## src/rtl/core/ascs_pkg.sv

```systemverilog
// ----------------------------------------------------------------------------
// ascs_pkg
// Shared types and constants of the step cadence and speed block.
// ----------------------------------------------------------------------------
package ascs_pkg;

  localparam int AXIS_BITS_DEF   = 12;
  localparam int QUEUE_DEPTH_DEF = 2;

  localparam int CFG_IDX_W  = 3;
  localparam int CFG_DATA_W = 16;
  localparam int THR_W      = 12;
  localparam int GAP_W      = 16;
  localparam int TICK_W     = 32;
  localparam int SPEED_W    = 7;

  // instantaneous speed = SPEED_NUM / interval, capped at SPEED_MAX
  localparam int SPEED_NUM = 18000;
  localparam int SPEED_MAX = 99;
  localparam int NUM_W     = $clog2(SPEED_NUM + 1);
  // at or below this interval the quotient reaches the cap
  localparam int SAT_GAP   = SPEED_NUM / (SPEED_MAX + 1);

  // baseline tracks by difference / 2**BASE_SHIFT
  localparam int BASE_SHIFT = 5;

  // x / 5 == (x * 205) >> 10 for x below 1024
  localparam int DIV5_MUL   = 205;
  localparam int DIV5_MUL_W = 8;
  localparam int DIV5_SHIFT = 10;

  localparam logic              SENSOR_PRESENT_RST = 1'b1;
  localparam logic [THR_W-1:0]  STEP_THR_RST       = 12'd300;
  localparam logic [THR_W-1:0]  RELEASE_THR_RST    = 12'd150;
  localparam logic [GAP_W-1:0]  MIN_GAP_RST        = 16'd250;
  localparam logic [GAP_W-1:0]  STOP_GAP_RST       = 16'd2000;

  typedef enum logic [CFG_IDX_W-1:0] {
    CFG_SENSOR_PRESENT = 3'd0,
    CFG_STEP_THR       = 3'd1,
    CFG_RELEASE_THR    = 3'd2,
    CFG_MIN_GAP        = 3'd3,
    CFG_STOP_GAP       = 3'd4
  } ascs_cfg_idx_t;

  typedef struct packed {
    logic             sensor_present;
    logic [THR_W-1:0] step_thr;
    logic [THR_W-1:0] release_thr;
    logic [GAP_W-1:0] min_gap;
    logic [GAP_W-1:0] stop_gap;
  } ascs_cfg_t;

  typedef enum logic {
    KIND_ZERO    = 1'b0,
    KIND_MEASURE = 1'b1
  } ascs_kind_t;

  typedef enum logic [2:0] {
    ST_IDLE,
    ST_SQUARE,
    ST_ROOT,
    ST_DETECT,
    ST_DIVIDE,
    ST_SMOOTH,
    ST_EMIT
  } ascs_state_t;

endpackage

```

## src/rtl/core/ascs_queue.sv

```systemverilog
// ----------------------------------------------------------------------------
// ascs_queue
// Small register FIFO between intake and the processing engine.
// ----------------------------------------------------------------------------
module ascs_queue import ascs_pkg::*; #(
  parameter int WIDTH = 1,
  parameter int DEPTH = QUEUE_DEPTH_DEF
) (
  input  logic             clk,
  input  logic             rst_n,
  input  logic             push_valid,
  output logic             push_ready,
  input  logic [WIDTH-1:0] push_data,
  output logic             pop_valid,
  input  logic             pop_ready,
  output logic [WIDTH-1:0] pop_data
);

  localparam int PTR_W = (DEPTH > 1) ? $clog2(DEPTH) : 1;
  localparam int CNT_W = $clog2(DEPTH + 1);

  logic [WIDTH-1:0] mem_r [DEPTH];
  logic [PTR_W-1:0] wr_ptr_r, wr_ptr_nxt;
  logic [PTR_W-1:0] rd_ptr_r, rd_ptr_nxt;
  logic [CNT_W-1:0] count_r, count_nxt;
  logic             do_push, do_pop;

  assign push_ready = (count_r != CNT_W'(DEPTH));
  assign pop_valid  = (count_r != '0);
  assign pop_data   = mem_r[rd_ptr_r];
  assign do_push    = push_valid && push_ready;
  assign do_pop     = pop_valid && pop_ready;

  always_comb begin
    wr_ptr_nxt = wr_ptr_r;
    rd_ptr_nxt = rd_ptr_r;
    count_nxt  = count_r;
    if (do_push) begin
      wr_ptr_nxt = (wr_ptr_r == PTR_W'(DEPTH - 1)) ? '0 : wr_ptr_r + 1'b1;
    end
    if (do_pop) begin
      rd_ptr_nxt = (rd_ptr_r == PTR_W'(DEPTH - 1)) ? '0 : rd_ptr_r + 1'b1;
    end
    if (do_push && !do_pop) begin
      count_nxt = count_r + 1'b1;
    end else if (do_pop && !do_push) begin
      count_nxt = count_r - 1'b1;
    end
  end

  always_ff @(posedge clk) begin
    if (!rst_n) begin
      wr_ptr_r <= '0;
      rd_ptr_r <= '0;
      count_r  <= '0;
    end else begin
      wr_ptr_r <= wr_ptr_nxt;
      rd_ptr_r <= rd_ptr_nxt;
      count_r  <= count_nxt;
    end
  end

  always_ff @(posedge clk) begin
    if (do_push) begin
      mem_r[wr_ptr_r] <= push_data;
    end
  end

endmodule

```

## config.mk

```make
export PLATFORM = sky130hd
export DESIGN_NAME = ascs_queue
export DESIGN_NICKNAME = d
export VERILOG_FILES = /design/src/rtl/core/ascs_pkg.sv /design/src/rtl/core/ascs_queue.sv
export SDC_FILE = /design/constraint.sdc
export NUM_CORES = 1
export LEC_CHECK = 0
export BUFFER_PORTS_ARGS = -buffer_cell sky130_fd_sc_hd__buf_2
export CAP_MARGIN = 0
export CORE_AREA = 3 3 40 42
export DETAILED_ROUTE_END_ITERATION = 6
export DIE_AREA = 0 0 43 45
export MAX_ROUTING_LAYER = met4
export SLEW_MARGIN = 0
export SYNTH_ARGS = -nofsm -noshare
export SYNTH_HDL_FRONTEND = slang
export SYNTH_SLANG_ARGS = --single-unit
```

## constraint.sdc

```tcl
create_clock -name clk -period 4.2 [get_ports clk]
set_input_delay 0.42 -clock clk [delete_from_list [all_inputs] [get_ports clk]]
set_output_delay 0.42 -clock clk [all_outputs]
set_load 0.01 [all_outputs]
```

---- Word level (Yosys, flattened, before mapping) ----
Memories as Yosys holds them, arrays and structs flattened. A register that Yosys moved wholly into a read port is not among the register bits.
Cells that the tools add are included.
Widths: inputs -> output; s select.
word-level totals
  register bits ........................... 4
  output and inout port bits .............. 3
  memories ................................ 1
  word-level logic and storage cells ...... 25
  bits of input ports ..................... 5
  memory bits (writable) .................. 2
cells by class
  add/subtract/negate cells ............... 4
  eq/ne operators ......................... 1
  reduce and logical (&&, ||, !) cells .... 8
  mux-type cells .......................... 8
memories
  name   words  width  rd ports  clocked after memory_dff  wr ports  RTL line          source
  mem_r  2      1      1         1                         1         ascs_queue.sv:22  logic [WIDTH-1:0] mem_r [DEPTH];
operators with widths
  kind                 number
  $mux 1               6
  $logic_and 1x1->1    4
  $mux 2               2
  $reduce_bool 2->1    2
  $add 1x1->1 const B  2
  $add 2x1->2 const B  1
  $logic_not 1->1      2
  $ne 2x2->1 const B   1
  $sub 2x1->2 const B  1

---- Logic depth before layout (Yosys ltp) ----
  depth after elaboration ................. 6
  depth in mapped cells ................... 6
  depth with buffers taken out ............ 6

---- Worst setup path after synthesis ----
No wires, ideal clock.
  path type ............................... register to register
  start point ............................. reg count_r[0]
  end point ............................... reg count_r[1]
  data arrival time ....................... 1.431 ns
  setup slack ............................. 2.700 ns
  data required time ...................... 4.130 ns
  stages on the path, launching flop included .. 6
  clock period less this slack ............ 1.500 ns
  setup time .............................. 0.070 ns
  buffers on the path ..................... 0
  cell sequence ........................... dfxtp_1 nand2b_4 and2_1 ha_1 or3_1 a21boi_1
between the ends
  longest elaborated chain between the ends .. 5
  elaborated cells on any way between the ends .. 13
  classes of those cells .................. add/sub (2); eq/ne (1); mux (2); reduce/logical (8)
RTL lines
  what                         RTL line          source
  start, declared              ascs_queue.sv:25  logic [CNT_W-1:0] count_r, count_nxt;
  start signal, assigned       ascs_queue.sv:59  count_r <= count_nxt;
  $ne 2x2->1 *                 ascs_queue.sv:28  assign push_ready = (count_r != CNT_W'(DEPTH));
  named net push_ready         ascs_queue.sv:12  output logic push_ready,
  $logic_and 1x1->1 *          ascs_queue.sv:31  assign do_push = push_valid && push_ready;
  named net do_push            ascs_queue.sv:26  logic do_push, do_pop;
  $logic_not 1->1              ascs_queue.sv:46  end else if (do_pop && !do_push) begin
  $logic_and 1x1->1            ascs_queue.sv:46
  $reduce_bool 2->1 (no line)  n/a
The timed path passes the listed nets; every way through them passes the cells marked *. The select of a mux whose other input is x is not followed.
A chain may end at the register's enable or synchronous reset.

---- Worst setup path after layout ----
  start point ............................. reg count_r[0]
  end point ............................... reg count_r[1]
between the ends
  longest elaborated chain between the ends .. 5
  elaborated cells on any way between the ends .. 13
  classes of those cells .................. add/sub (2); eq/ne (1); mux (2); reduce/logical (8)
RTL lines
  what                         RTL line
  $ne 2x2->1 *                 ascs_queue.sv:28
  $logic_and 1x1->1 *          ascs_queue.sv:31
  named net do_push            ascs_queue.sv:26
  $logic_not 1->1              ascs_queue.sv:46
  $logic_and 1x1->1            ascs_queue.sv:46
  $reduce_bool 2->1 (no line)  n/a
Marks and branches as above.

==> summary.txt <==
Global route
  • Vias in the first global route: 238
  • Grt total ovfl: 0
  • Initial antenna violation count: 0
  • First-pass GRT wire length: 952 µm
  • Pin count of the biggest net entering global routing: 6
  • Tot GR Track Use: 7.57%

Floorplan
  • DIE WIDTH: 43 µm
  • Die span in y: 45 µm
  • Top-level I/O count: 8
  • Die area: 1940 µm²
  • Initial core utilization: 24.4%
  • Core area: 1280 µm²
  • Site Rows: 13

Yosys
  • Top cells by area, synth: dfxtp_1 (32%), edfxtp_1 (19%), and2_1 (8.0%)
  • Ys flop type: dfxtp_1
  • Post-synth cell types: 18
  • Synthesized area per cell: 11.6 µm²
  • Post-synth top area share: 31.9%
  • Post-synth top cells: dfxtp_1 (5), and2_1 (4), edfxtp_1 (2), xnor2_1 (2)
  • Yosys warns: 0
  • Number of synthesized register bits: 7
  • Most frequent cell after synthesis: dfxtp_1
  • Post-synthesis sequential area ratio: 51.0%
  • Number of flops mapped to enable cells by yosys: 2
  • Net Count, Synth: 33
  • Ys async rst share: 0%
  • Area leader, netlist: dfxtp_1
  • Syn Inst Count: 27
  • Mapped cell area: 314 µm²

Critical path
  • Crit path required time: 4380 ps
  • Setup CP Type: reg -> reg
  • Startpoint Class: register
  • Arr. time, crit path: 1740 ps
  • Critical path endpoint category: register
  • Crit path max fanout: 5

Job
  • Max_cap viols: 0

STA
  • Setup_tns: 0 ps
  • Least-Margin Pin Slew: 217 ps
  • Final period util: 37.2%
  • Fmax: 640 MHz
  • Slew Limit Fails: 0
  • Final hold vios: 0
  • Slew HR: 85.5%
  • Fin crit period: 1560 ps
  • Unrepaired setup endpoints after global routing: no
  • Final setup fails: 0
  • Clk_skew: 2.12 ps

Clocking
  • CTS Hold Bufs: 0
  • Reg clk slew, reported paths: 50 ps
  • Post-CTS Setup Repair Bufs: 0
  • Worst skew pair latency: 250 ps
  • CTS resizes: 0
  • TritonCTS clock tree: built
  • Clk buf depth: 2
  • H-tree levels: 1
  • TritonCTS Buffers: 3
  • Clk sinks: 7
  • CTS root buffer: clkbuf_4

Placement
  • HPWL after DPL: 429 µm
  • IO Port Bufs: 7
  • Dpl cell area: 368 µm²
  • Routability cong.: 0.600

Power and ir drop
  • Static leakage: 0.169 nW
  • Tot Pwr: 0.265 mW
  • VDD IR max: 146 µV
  • PD cells: 672 nW/µm²

Drt
  • Routed Antenna Nets: 0
  • Post-DR vias/cell: 4.11
  • DR DRC count: 0
  • Initial DRC Count: 5
  • Vias: 218
  • Final wirelength: 537 µm
  • WL/cell: 10.1 µm
  • TritonRoute pass-1 iters: 4

Layout
  • Nets: 45
  • Post-route cell area: 394 µm²
  • Layout area overhead: 25.5%
  • Layout cells sized above 1: 36.8%
  • Number of diodes: 0

Min path
  • Hold Path Class: in -> reg

Outcome
  • Status: finished clean
worst max-delay path, cell delays in order, from the launching register on:
cell	delay, ps
dfxtp_1	350
nand2b_4	170
and2_1	160
ha_1	320
or3_1	350
a21boi_1	140
cells by family (layout without fill, tap and decap cells):
logic type / count (synthesis) / after routing / synth area share (%)
and+or+nand+nor: 9 / 9 / 20.7
DFF: 7 / 7 / 51.0
buffers and inverters: 1 / 12 / 1.19
xor gates and xnor gates: 3 / 3 / 8.37
adders and majority gates: 1 / 1 / 3.98
muxes: 1 / 1 / 3.59
AOI/OAI and AO/OA: 5 / 5 / 11.2
layer usage:
metal / wire length, µm / vias to the layer above / GRT usage (%)
met4: 0 / 0 / 9.04
met5: 0 / - / -
met2: 332 / 3 / 12.0
met1: 196 / 102 / 6.55
li1: - / 113 / -
met3: 8 / 0 / 2.39
worst paths after layout:
path | from | to | slack [ps] | cells after the start
setup / recovery | count_r[0] | count_r[1] | 2640 | 5
hold / removal | push_data | mem_r[0] | 370 | 1
setup reg to reg | count_r[0] | count_r[1] | 2640 | 5
hold reg to reg | count_r[1] | count_r[1] | 570 | 2
placed cells by master, fill, tap and decap left out:
cell / instances
xnor2_1: 2
and2_1: 4
ha_1: 1
clkbuf_4: 3
nand3b_1: 1
edfxtp_1: 2
xor2_1: 1
a21boi_0: 1
clkbuf_1: 1
o21ai_0: 1
o21ai_1: 1
or2_2: 1
inv_1: 1
a21boi_1: 1
and3_1: 1
buf_2: 7
nand2b_4: 1
a21bo_2: 1
dfxtp_1: 5
mux2_2: 1
or3_1: 1
area by class of cell:
class                   count  area, µm²
fillers                   141        891
flip-flops and latches      7        160
multi-input cells          19        150
repair buffers              7       35.0
clock buffers               4       26.3
well taps                  15       18.8
inverters                   1       3.75
metrics by stage:
stage / util, % / hold slack (ps) / setup WS [ps] / std cells
final: 30.7 / 372 / 2640 / 53
after global routing: 30.7 / 373 / 2540 / 53
after global placement: 28.6 / 546 / 2640 / 49
after detailed placement: 28.6 / 555 / 2650 / 49
after floorplan: - / 512 / 2700 / 27
after CTS: 30.7 / 361 / 2620 / 53
power by group:
| part | internal (mW) | switching [mW] |
|---|---|---|
| clock network | 0.0362 | 0.0243 |
| logic | 0.0568 | 0.0409 |
| registers | 0.0899 | 0.0166 |
No activity file was read; power rests on OpenSTA's default activity.
